File: src/rtl/core/thse_pkg.sv
// Shared types, constants and the panel digit encoder for the segment encoder.
`default_nettype none

package thse_pkg;

    typedef enum logic [1:0] {
        CMD_SHOW    = 2'd0,
        CMD_BATTERY = 2'd1,
        CMD_LINK    = 2'd2
    } cmd_t;

    typedef struct packed {
        logic [1:0]         command;
        logic signed [15:0] temperature_tenths;
        logic [7:0]         humidity;
        logic               icon_on;
    } item_t;

    typedef logic [5:0][7:0] frame_t;

    localparam logic [7:0] ERR_BYTE_0   = 8'hF2;
    localparam logic [7:0] ERR_BYTE_1   = 8'h42;
    localparam logic [7:0] MINUS_MARK   = 8'h02;
    localparam logic [7:0] THOUSAND_MARK = 8'h08;
    localparam logic [7:0] UNIT_MARK    = 8'h40;
    localparam int unsigned BATTERY_BIT = 5;
    localparam int unsigned LINK_BIT    = 3;

    // Standard gfedcba segments of a decimal digit.
    function automatic logic [6:0] std_segments(input logic [3:0] digit);
        logic [6:0] s;
        case (digit)
            4'd0:    s = 7'h3F;
            4'd1:    s = 7'h06;
            4'd2:    s = 7'h5B;
            4'd3:    s = 7'h4F;
            4'd4:    s = 7'h66;
            4'd5:    s = 7'h6D;
            4'd6:    s = 7'h7D;
            4'd7:    s = 7'h07;
            4'd8:    s = 7'h7F;
            4'd9:    s = 7'h6F;
            default: s = 7'h3F;
        endcase
        return s;
    endfunction

    // The panel wires segments a..g to bits 4,0,2,7,6,5,1 and the point to bit 3.
    function automatic logic [7:0] panel_digit(input logic [3:0] digit, input logic point);
        logic [6:0] s;
        logic [7:0] b;
        s = std_segments(digit);
        b = {s[3], s[4], s[5], s[0], point, s[2], s[6], s[1]};
        return b;
    endfunction

endpackage

`default_nettype wire

File: src/rtl/core/temp_humidity_segment_encoder.sv
// Top level of the temperature and humidity seven-segment frame encoder.
// Usage: an item (command, temperature_tenths, humidity, icon_on) enters on the
// item channel and is taken at a rising edge where item_valid is high and
// item_stall is low. Each item yields exactly one result item on the result
// channel: the whole six-byte segment frame after the item plus the changed flag.
// The item first lands in an input register; the frame logic then computes the
// new frame from it and loads it into the frame register, which is both the
// display state and the result register. result_valid is registered and rises
// with that load, and while result_stall is low one item can be accepted in
// every cycle.
// The rate is set by the single frame register, which is read and rewritten
// once per item.
// When the receiver raises result_stall, the result holds steady and the input
// register keeps its item; item_stall rises only once that register is full
// and cannot drain, so one item can still enter while a result waits.
// Reset clears the frame to all zeros, clears both valid flags and drops the
// changed flag.
`default_nettype none

module temp_humidity_segment_encoder (
    input  logic        clk,
    input  logic        rst_n,
    input  logic        item_valid,
    output logic        item_stall,
    input  logic [1:0]  command,
    input  logic signed [15:0] temperature_tenths,
    input  logic [7:0]  humidity,
    input  logic        icon_on,
    output logic        result_valid,
    input  logic        result_stall,
    output logic [7:0]  frame_byte_0,
    output logic [7:0]  frame_byte_1,
    output logic [7:0]  frame_byte_2,
    output logic [7:0]  frame_byte_3,
    output logic [7:0]  frame_byte_4,
    output logic [7:0]  frame_byte_5,
    output logic        changed
);

    thse_pkg::item_t  item_reg;
    logic             item_valid_reg;
    thse_pkg::frame_t frame_reg;
    thse_pkg::frame_t frame_next;
    logic             changed_reg;
    logic             changed_next;
    logic             result_valid_reg;
    logic             result_open;
    logic             advance;
    logic             take_item;

    // The result register can load when it is empty or being drained now.
    assign result_open = !result_valid_reg || !result_stall;
    assign advance     = item_valid_reg && result_open;
    assign item_stall  = item_valid_reg && !result_open;
    assign take_item   = item_valid && !item_stall;

    thse_calc u_calc (
        .item         (item_reg),
        .frame        (frame_reg),
        .frame_next   (frame_next),
        .changed_next (changed_next)
    );

    // Input register: payload needs no reset.
    always_ff @(posedge clk)
    begin
        if (take_item)
        begin
            item_reg.command            <= command;
            item_reg.temperature_tenths <= temperature_tenths;
            item_reg.humidity           <= humidity;
            item_reg.icon_on            <= icon_on;
        end
    end

    always_ff @(posedge clk or negedge rst_n)
    begin
        if (!rst_n)
        begin
            item_valid_reg <= 1'b0;
        end
        else if (take_item)
        begin
            item_valid_reg <= 1'b1;
        end
        else if (advance)
        begin
            item_valid_reg <= 1'b0;
        end
    end

    // The frame register is the panel state and also the result payload; it only
    // changes when a result is loaded, so a stalled result stays put.
    always_ff @(posedge clk or negedge rst_n)
    begin
        if (!rst_n)
        begin
            frame_reg        <= '0;
            changed_reg      <= 1'b0;
            result_valid_reg <= 1'b0;
        end
        else
        begin
            if (advance)
            begin
                frame_reg   <= frame_next;
                changed_reg <= changed_next;
            end
            if (result_open)
            begin
                result_valid_reg <= advance;
            end
        end
    end

    assign result_valid = result_valid_reg;
    assign frame_byte_0 = frame_reg[0];
    assign frame_byte_1 = frame_reg[1];
    assign frame_byte_2 = frame_reg[2];
    assign frame_byte_3 = frame_reg[3];
    assign frame_byte_4 = frame_reg[4];
    assign frame_byte_5 = frame_reg[5];
    assign changed      = changed_reg;

endmodule

`default_nettype wire

File: src/rtl/core/thse_calc.sv
// Combinational next-frame logic for one item of the segment encoder.
`default_nettype none

module thse_calc (
    input  var thse_pkg::item_t  item,
    input  var thse_pkg::frame_t frame,
    output var thse_pkg::frame_t frame_next,
    output logic                 changed_next
);

    logic signed [15:0] t;
    logic               out_of_range;
    logic               neg;
    logic               big;
    logic [15:0]        mag_full;
    logic [10:0]        mag;
    logic [23:0]        q10_prod;
    logic [23:0]        q100_prod;
    logic [7:0]         q10;
    logic [4:0]         q100;
    logic [7:0]         tens_diff;
    logic [10:0]        units_diff;
    logic [3:0]         tens;
    logic [3:0]         units;
    logic [3:0]         hundreds;
    logic [6:0]         hum_sat;
    logic [14:0]        htens_prod;
    logic [3:0]         htens;
    logic [6:0]         hunits_diff;
    logic [7:0]         temp_b0;
    logic [7:0]         temp_b1;
    logic [7:0]         temp_b2;
    thse_pkg::frame_t   show_frame;
    logic               battery_now;
    logic               link_now;

    assign t            = item.temperature_tenths;
    assign out_of_range = (t < -16'sd99) || (t > 16'sd1999);
    assign neg          = t[15];
    assign big          = (t >= 16'sd1000);
    assign mag_full     = neg ? 16'(-t) : 16'(t);
    assign mag          = mag_full[10:0];

    // Reciprocal multiplies, exact for magnitudes up to 1999.
    assign q10_prod    = 24'(mag) * 24'd6554;
    assign q100_prod   = 24'(mag) * 24'd5243;
    assign q10         = q10_prod[23:16];
    assign q100        = q100_prod[23:19];
    assign tens_diff   = q10 - 8'(8'(q100) * 8'd10);
    assign units_diff  = mag - 11'(11'(q10) * 11'd10);
    assign tens        = tens_diff[3:0];
    assign units       = units_diff[3:0];
    assign hundreds    = (q100 >= 5'd10) ? 4'(q100 - 5'd10) : q100[3:0];

    assign hum_sat     = (item.humidity > 8'd99) ? 7'd99 : item.humidity[6:0];
    assign htens_prod  = 15'(hum_sat) * 15'd205;
    assign htens       = htens_prod[14:11];
    assign hunits_diff = hum_sat - 7'(7'(htens) * 7'd10);

    always_comb
    begin
        if (out_of_range)
        begin
            temp_b0 = thse_pkg::ERR_BYTE_0;
            temp_b1 = thse_pkg::ERR_BYTE_1;
            temp_b2 = 8'h00;
        end
        else
        begin
            if (neg)
            begin
                temp_b0 = thse_pkg::MINUS_MARK;
            end
            else if (big)
            begin
                temp_b0 = thse_pkg::panel_digit(hundreds, 1'b0) | thse_pkg::THOUSAND_MARK;
            end
            else if (q100 != 5'd0)
            begin
                temp_b0 = thse_pkg::panel_digit(hundreds, 1'b0);
            end
            else
            begin
                temp_b0 = 8'h00;
            end
            temp_b1 = thse_pkg::panel_digit(tens, units != 4'd0);
            temp_b2 = (units != 4'd0) ? thse_pkg::panel_digit(units, 1'b1) : 8'h00;
        end
    end

    always_comb
    begin
        show_frame    = '0;
        show_frame[0] = temp_b0;
        show_frame[1] = temp_b1;
        show_frame[2] = temp_b2;
        show_frame[3] = thse_pkg::UNIT_MARK;
        show_frame[3][thse_pkg::BATTERY_BIT] = frame[3][thse_pkg::BATTERY_BIT];
        show_frame[4] = thse_pkg::panel_digit(htens, 1'b0);
        show_frame[4][thse_pkg::LINK_BIT] = frame[4][thse_pkg::LINK_BIT];
        show_frame[5] = thse_pkg::panel_digit(hunits_diff[3:0], 1'b1);
    end

    assign battery_now = frame[3][thse_pkg::BATTERY_BIT];
    assign link_now    = frame[4][thse_pkg::LINK_BIT];

    always_comb
    begin
        frame_next   = frame;
        changed_next = 1'b0;
        case (thse_pkg::cmd_t'(item.command))
            thse_pkg::CMD_SHOW:
            begin
                frame_next   = show_frame;
                changed_next = 1'b1;
            end
            thse_pkg::CMD_BATTERY:
            begin
                frame_next[3][thse_pkg::BATTERY_BIT] = item.icon_on;
                changed_next = (battery_now != item.icon_on);
            end
            thse_pkg::CMD_LINK:
            begin
                frame_next[4][thse_pkg::LINK_BIT] = item.icon_on;
                changed_next = (link_now != item.icon_on);
            end
            default:
            begin
                frame_next   = frame;
                changed_next = 1'b0;
            end
        endcase
    end

endmodule

`default_nettype wire
File: config.mk
export PLATFORM = sky130hd
export DESIGN_NAME = temp_humidity_segment_encoder
export DESIGN_NICKNAME = d
export VERILOG_FILES = /design/src/rtl/core/thse_pkg.sv /design/src/rtl/core/temp_humidity_segment_encoder.sv /design/src/rtl/core/thse_calc.sv
export SDC_FILE = /design/constraint.sdc
export NUM_CORES = 1
export LEC_CHECK = 0
export BUFFER_PORTS_ARGS = -buffer_cell sky130_fd_sc_hd__buf_2
export CORE_AREA = 10 10 161 163
export DETAILED_ROUTE_END_ITERATION = 12
export DIE_AREA = 0 0 171 173
export GPL_TIMING_DRIVEN = 0
export PLACE_DENSITY_LB_ADDON = 0.15
export SETUP_SLACK_MARGIN = 0.05
export SLEW_MARGIN = 20
export SYNTH_ARGS = -nofsm -noshare
export SYNTH_HDL_FRONTEND = slang
export SYNTH_SLANG_ARGS = --single-unit
File: constraint.sdc
create_clock -name clk -period 17.9 [get_ports clk]
set_input_delay 0.895 -clock clk [delete_from_list [all_inputs] [get_ports clk]]
set_output_delay 0.895 -clock clk [all_outputs]
set_load 0.01 [all_outputs]
==> impl_results.md, run 1 <==
* Kind of capture point of the worst setup path: flip-flop
* Die footprint at 29580 sq um
* Max Buffers Root-to-Sink at 2
* Footprint of the multi-input gates at 6351 sq um
* Vias at 6403
* Initial DRC count at 270
* Synth top area share at 26.40%
* Post-cts sizing count at 0
* FP Rows at 55
* Initial antenna violation count at 0
* Critical Path Start Type: flip-flop
* Top post-synthesis cells by count: ha_1, inv_1, fa_1
* Reg area at 1887 sq um
* Syn. warnings at 0
* Status: complete, no violations
* Final ANT Viol Nets at 0
* CP Data Required Time at 18110 ps
* Clock transition at path regs at 70 ps
* DRC Markers at 0
* Crit path max-delay family: adder cells
* # diodes at 0
* Num ports at 82
* Worst path bufs/invs at 5
* Crit Path Max Fanout at 13
* Final Critical Period at 9707 ps
* Max-slew violations at 0
* Fillcell total at 2206
* DRT Pass-1 Iters at 4
* Clock Sinks at 70
* Later-pin clock latency in the skew report at 340 ps
* RSZ-0062 raised after global routing: false
* Worst hold path class: reg2reg
* Syn avg cell area at 9.866 sq um
* Yosys top cell by area: ha_1
* CTS buffer count at 9
* Seq/Total Area, Yosys at 21.06%
* Cell Area, Synth at 8959 sq um
* Worst Skew at 10.68 ps
* Vias in the first global route at 6574
* Gr ovfl total at 0
* Max H-tree Level at 3
* First-pass GRT wire length at 33.94 mm
* Max_cap viols at 0
* Async SR Flop Fraction at 61.43%
* Die span in x at 171 microns
* Post-Route WL at 20.31 mm
* Die height at 173 microns
* Wire length per cell at 15.73 microns
* Relative slew slack at 31.24%
* Number of I/O port buffers at 75
* Post-synth EDFFs at 27
* Post-synthesis register bit count at 70
* Max Fclk at 103.0 MHz
* Final period utilization at 54.23%
* Area grow syn2layout at 12.23%
* Cells after Synth at 908
* Endpoints failing setup at 0
* Hold buffers post-CTS at 0
* Area contributors post-synth: ha_1, fa_1, dfrtp_1
* Post-DP HPWL at 17.22 mm
* Max reg flops at 27
* Most common cell in the synthesized netlist: ha_1
* CTS tree: yes
* Crit path kind: reg2reg
* R2R setup slack at 8190 ps
* Clk root buf: clkbuf_16
* Slew @ Worst Pin at 1024 ps
* WP data arrival at 9920 ps
* Core Region at 22570 sq um
* Total negative slack at 0 ps
* Critical path's largest stage delay at 840 ps
* Post-CTS Setup Bufs at 0
* Final hold vios at 0
* Placer's final routability congestion estimate at 0.8255
* Total GRT Usage at 14.12%
* CP max stage cell: edfxtp_1
* DR vias/cell at 4.960
* Distinct cells, synth at 64
* Initial Util at 39.69%
* Synth Flop Type: dfrtp_1
* Share of layout cells above drive strength 1 at 12.72%
* Final #Nets at 1300
* Largest net degree at the start of global routing at 44
-- per-stage QoR --
step	hold slack (ps)	instance area (sq um)	instances	worst slack, ps	utilization [%]
2_1_floorplan	502.5	8977	913	9800	-
3_3_place_gp	451.4	9709	1273	8077	43.02
6_report	470.2	10050	1291	8193	44.55
4_1_cts	479.3	10040	1291	8006	44.50
5_1_grt	512.6	10050	1291	7413	44.55
3_5_place_dp	463.2	9746	1275	8031	43.18
-- layer usage --
layer	track usage [%]	share of wire, %	vias up
met5	0	0	-
met3	2.141	2.9	16
met4	2.465	1.0	0
li1	-	-	3249
met2	22.95	47	88
met1	19.48	49	3050
-- cell families (layout without fill, tap and decap cells) --
kind of cell    count (synthesis)  count (layout)  share of synthesized area, %
compound gates                145             145                         10.91
xor+xnor                       35              35                         3.883
fa+ha+maj                     268             268                         44.05
buf+inv                       194             287                         8.561
flops                          70              70                         21.06
mux                            13              13                         1.536
other cells                     1               6                       0.04186
simple gates                  182             182                         9.958
-- placed cells by master (no fill, tap or decap), drive strengths merged, types with 27 or more instances in the layout --
| master | netlist | final |
|---|---|---|
| buf | 11 | 88 |
| nor2 | 47 | 47 |
| a21oi | 30 | 30 |
| edfxtp | 27 | 27 |
| nand2 | 46 | 46 |
| fa | 79 | 79 |
| ha | 189 | 189 |
| dfrtp | 43 | 43 |
| o21ai | 32 | 32 |
| inv | 172 | 173 |
-- final timing paths --
check                                                  from                           to  depth (start not counted)
worst max-delay path                  item_reg[9]$_DFFE_PP_  frame_byte_1[6]$_DFFE_PN0P_                         30
worst min-delay path            frame_byte_2[0]$_DFFE_PN0P_  frame_byte_2[0]$_DFFE_PN0P_                          2
worst max register to register        item_reg[9]$_DFFE_PP_  frame_byte_1[6]$_DFFE_PN0P_                         30
worst min register to register  frame_byte_2[0]$_DFFE_PN0P_  frame_byte_2[0]$_DFFE_PN0P_                          2
max in group asynchronous                             rst_n  frame_byte_5[0]$_DFFE_PN0P_                          1
min in group asynchronous                             rst_n  frame_byte_1[6]$_DFFE_PN0P_                          1
-- worst min-delay path: stages, from the launching register on --
cell and delay (ps):
dfrtp_1 340, nand2_1 40, o21ai_0 50
-- layout make-up --
cell class | count | area share, %
buffer | 22 | 1.207
sequential | 70 | 18.77
clock inverter | 7 | 0.7342
timing repair buffer | 77 | 3.920
clock buffer | 9 | 2.240
tap | 285 | 3.547
inverter | 172 | 6.421
multi-input combinational | 649 | 63.17
Power of run 1 is not shown: default switching activity piles up to over one toggle a cycle in this logic, so the estimate is an artifact.
==> run 2: changes to the inputs <==
==> constraint.sdc (replaced) <==
create_clock -name clk -period 8.8 [get_ports clk]
set_input_delay 0.44 -clock clk [delete_from_list [all_inputs] [get_ports clk]]
set_output_delay 0.44 -clock clk [all_outputs]
set_load 0.01 [all_outputs]
==> impl_results.md, run 2 (synthesized netlist as in run 1, its figures left out) <==
* Status: complete, no violations
* First-pass GRT wire length at 34.00 mm
* Crit path max-delay family: adder cells
* Clk root buf: clkbuf_16
* Fin cells at 1303
* DRC Markers at 0
* Num ports at 82
* Critical path's largest stage delay at 610 ps
* Most frequent cells in the layout: ha_1, inv_1, fa_1, buf_2, nor2_1
* FP Rows at 55
* Clock transition at path regs at 60 ps
* Vias in the first global route at 6593
* Worst Skew at 10.00 ps
* Crit path kind: reg2reg
* DRT Pass-1 Iters at 5
* Gr ovfl total at 0
* Kind of capture point of the worst setup path: flip-flop
* Worst Reg-to-Reg Cells at 27
* Critical Path Start Type: flip-flop
* Final Critical Period at 8330 ps
* Post-DP HPWL at 17.22 mm
* Max reg flops at 27
* # diodes at 0
* Share of layout cells above drive strength 1 at 15.52%
* Final period utilization at 94.66%
* Cell area after layout at 10270 sq um
* Post-Route WL at 20.65 mm
* R2R setup slack at 470 ps
* Max_cap viols at 0
* Critical Path End: frame_byte_0[0]$_DFFE_PN0P_
* WP depth at 27
* Final hold vios at 0
* Max Buffers Root-to-Sink at 2
* CP Data Required Time at 9020 ps
* Later-pin clock latency in the skew report at 330 ps
* Max Fclk at 120.1 MHz
* Area grow syn2layout at 14.65%
* RSZ-0062 raised after global routing: false
* Die height at 173 microns
* Relative slew slack at 50.51%
* Final ANT Viol Nets at 0
* Worst R2R Start: item_reg[9]$_DFFE_PP_
* Total GRT Usage at 14.16%
* Clock Sinks at 70
* Slew @ Worst Pin at 742.3 ps
* Top cell by count, worst path: fa_1
* CTS buffer count at 9
* CP Launch Point: item_reg[9]$_DFFE_PP_
* Placer's final routability congestion estimate at 0.8255
* Crit Path Max Fanout at 6
* WP data arrival at 8550 ps
* Placed cells at 1275
* Final #Nets at 1312
* Largest net degree at the start of global routing at 44
* Commonest non-fill, non-tap cell in the layout: ha_1
* Worst hold path class: in2async
* Max H-tree Level at 3
* Vias at 6487
* Number of I/O port buffers at 75
* Wire length per cell at 15.85 microns
* DR vias/cell at 4.979
* CP max stage cell: fa_1
* Reg-to-Reg End: frame_byte_0[0]$_DFFE_PN0P_
* Core Region at 22570 sq um
* Initial antenna violation count at 0
* Initial Util at 39.69%
* Die span in x at 171 microns
* CTS tree: yes
* Worst path bufs/invs at 3
* Hold buffers post-CTS at 0
* Initial DRC count at 273
* Endpoints failing setup at 0
* Die footprint at 29580 sq um
* Max-slew violations at 0
* Placement-stage cell area at 9746 sq um
run 2: per-stage QoR:
step	utilization (%)	TNS [ps]	hold WS, ps	setup WS, ps
CTS	44.79	0	259.6	90.61
detailed placement	43.18	-12160	463.2	-1069
floorplan	-	0	144.4	700.3
global route	45.50	0	150.3	23.11
finish	45.50	0	110.4	470.2
global placement	43.02	-10800	451.4	-1023
run 2: how the worst min path moves through the flow:
stage	cells after the start	startpoint	endpoint
floorplan	0	rst_n	changed$_DFFE_PN0P_
global placement	2	frame_byte_2[6]$_DFFE_PN0P_	frame_byte_2[6]$_DFFE_PN0P_
detailed placement	2	frame_byte_2[1]$_DFFE_PN0P_	frame_byte_2[1]$_DFFE_PN0P_
CTS	1	humidity[7]	item_reg[8]$_DFFE_PP_
global route	1	rst_n	frame_byte_2[1]$_DFFE_PN0P_
finish	1	rst_n	frame_byte_1[6]$_DFFE_PN0P_
run 2: metal layers:
layer  up-vias  wire, microns  part of all wire (%)  GRT usage, %
li1       3269              -                     -             -
met1      3112          10060                    49         19.50
met2        92           9780                    47         23.06
met3        14            612                   3.0         2.141
met4         0            196                  0.95         2.465
met5         -              0                     0             0
run 2: repair_timing:
| action | in CTS | in global routing |
|---|---|---|
| setup buffers | 2 | 10 |
| setup endpoints to repair | 14 | 13 |
| resized for setup | 7 | 15 |
| pin swaps | 1 | 8 |
run 2: final cells by class:
type | instances | area, sq um
buffer | 22 | 121.4
clock buffer | 9 | 225.2
clock inverter | 7 | 73.82
fill | 2182 | 12300
inverter | 172 | 649.4
multi-input combinational | 649 | 6461
sequential | 70 | 1887
tap | 285 | 356.6
timing repair buffer | 89 | 496.7
Power of run 2 is left out for the same reason.
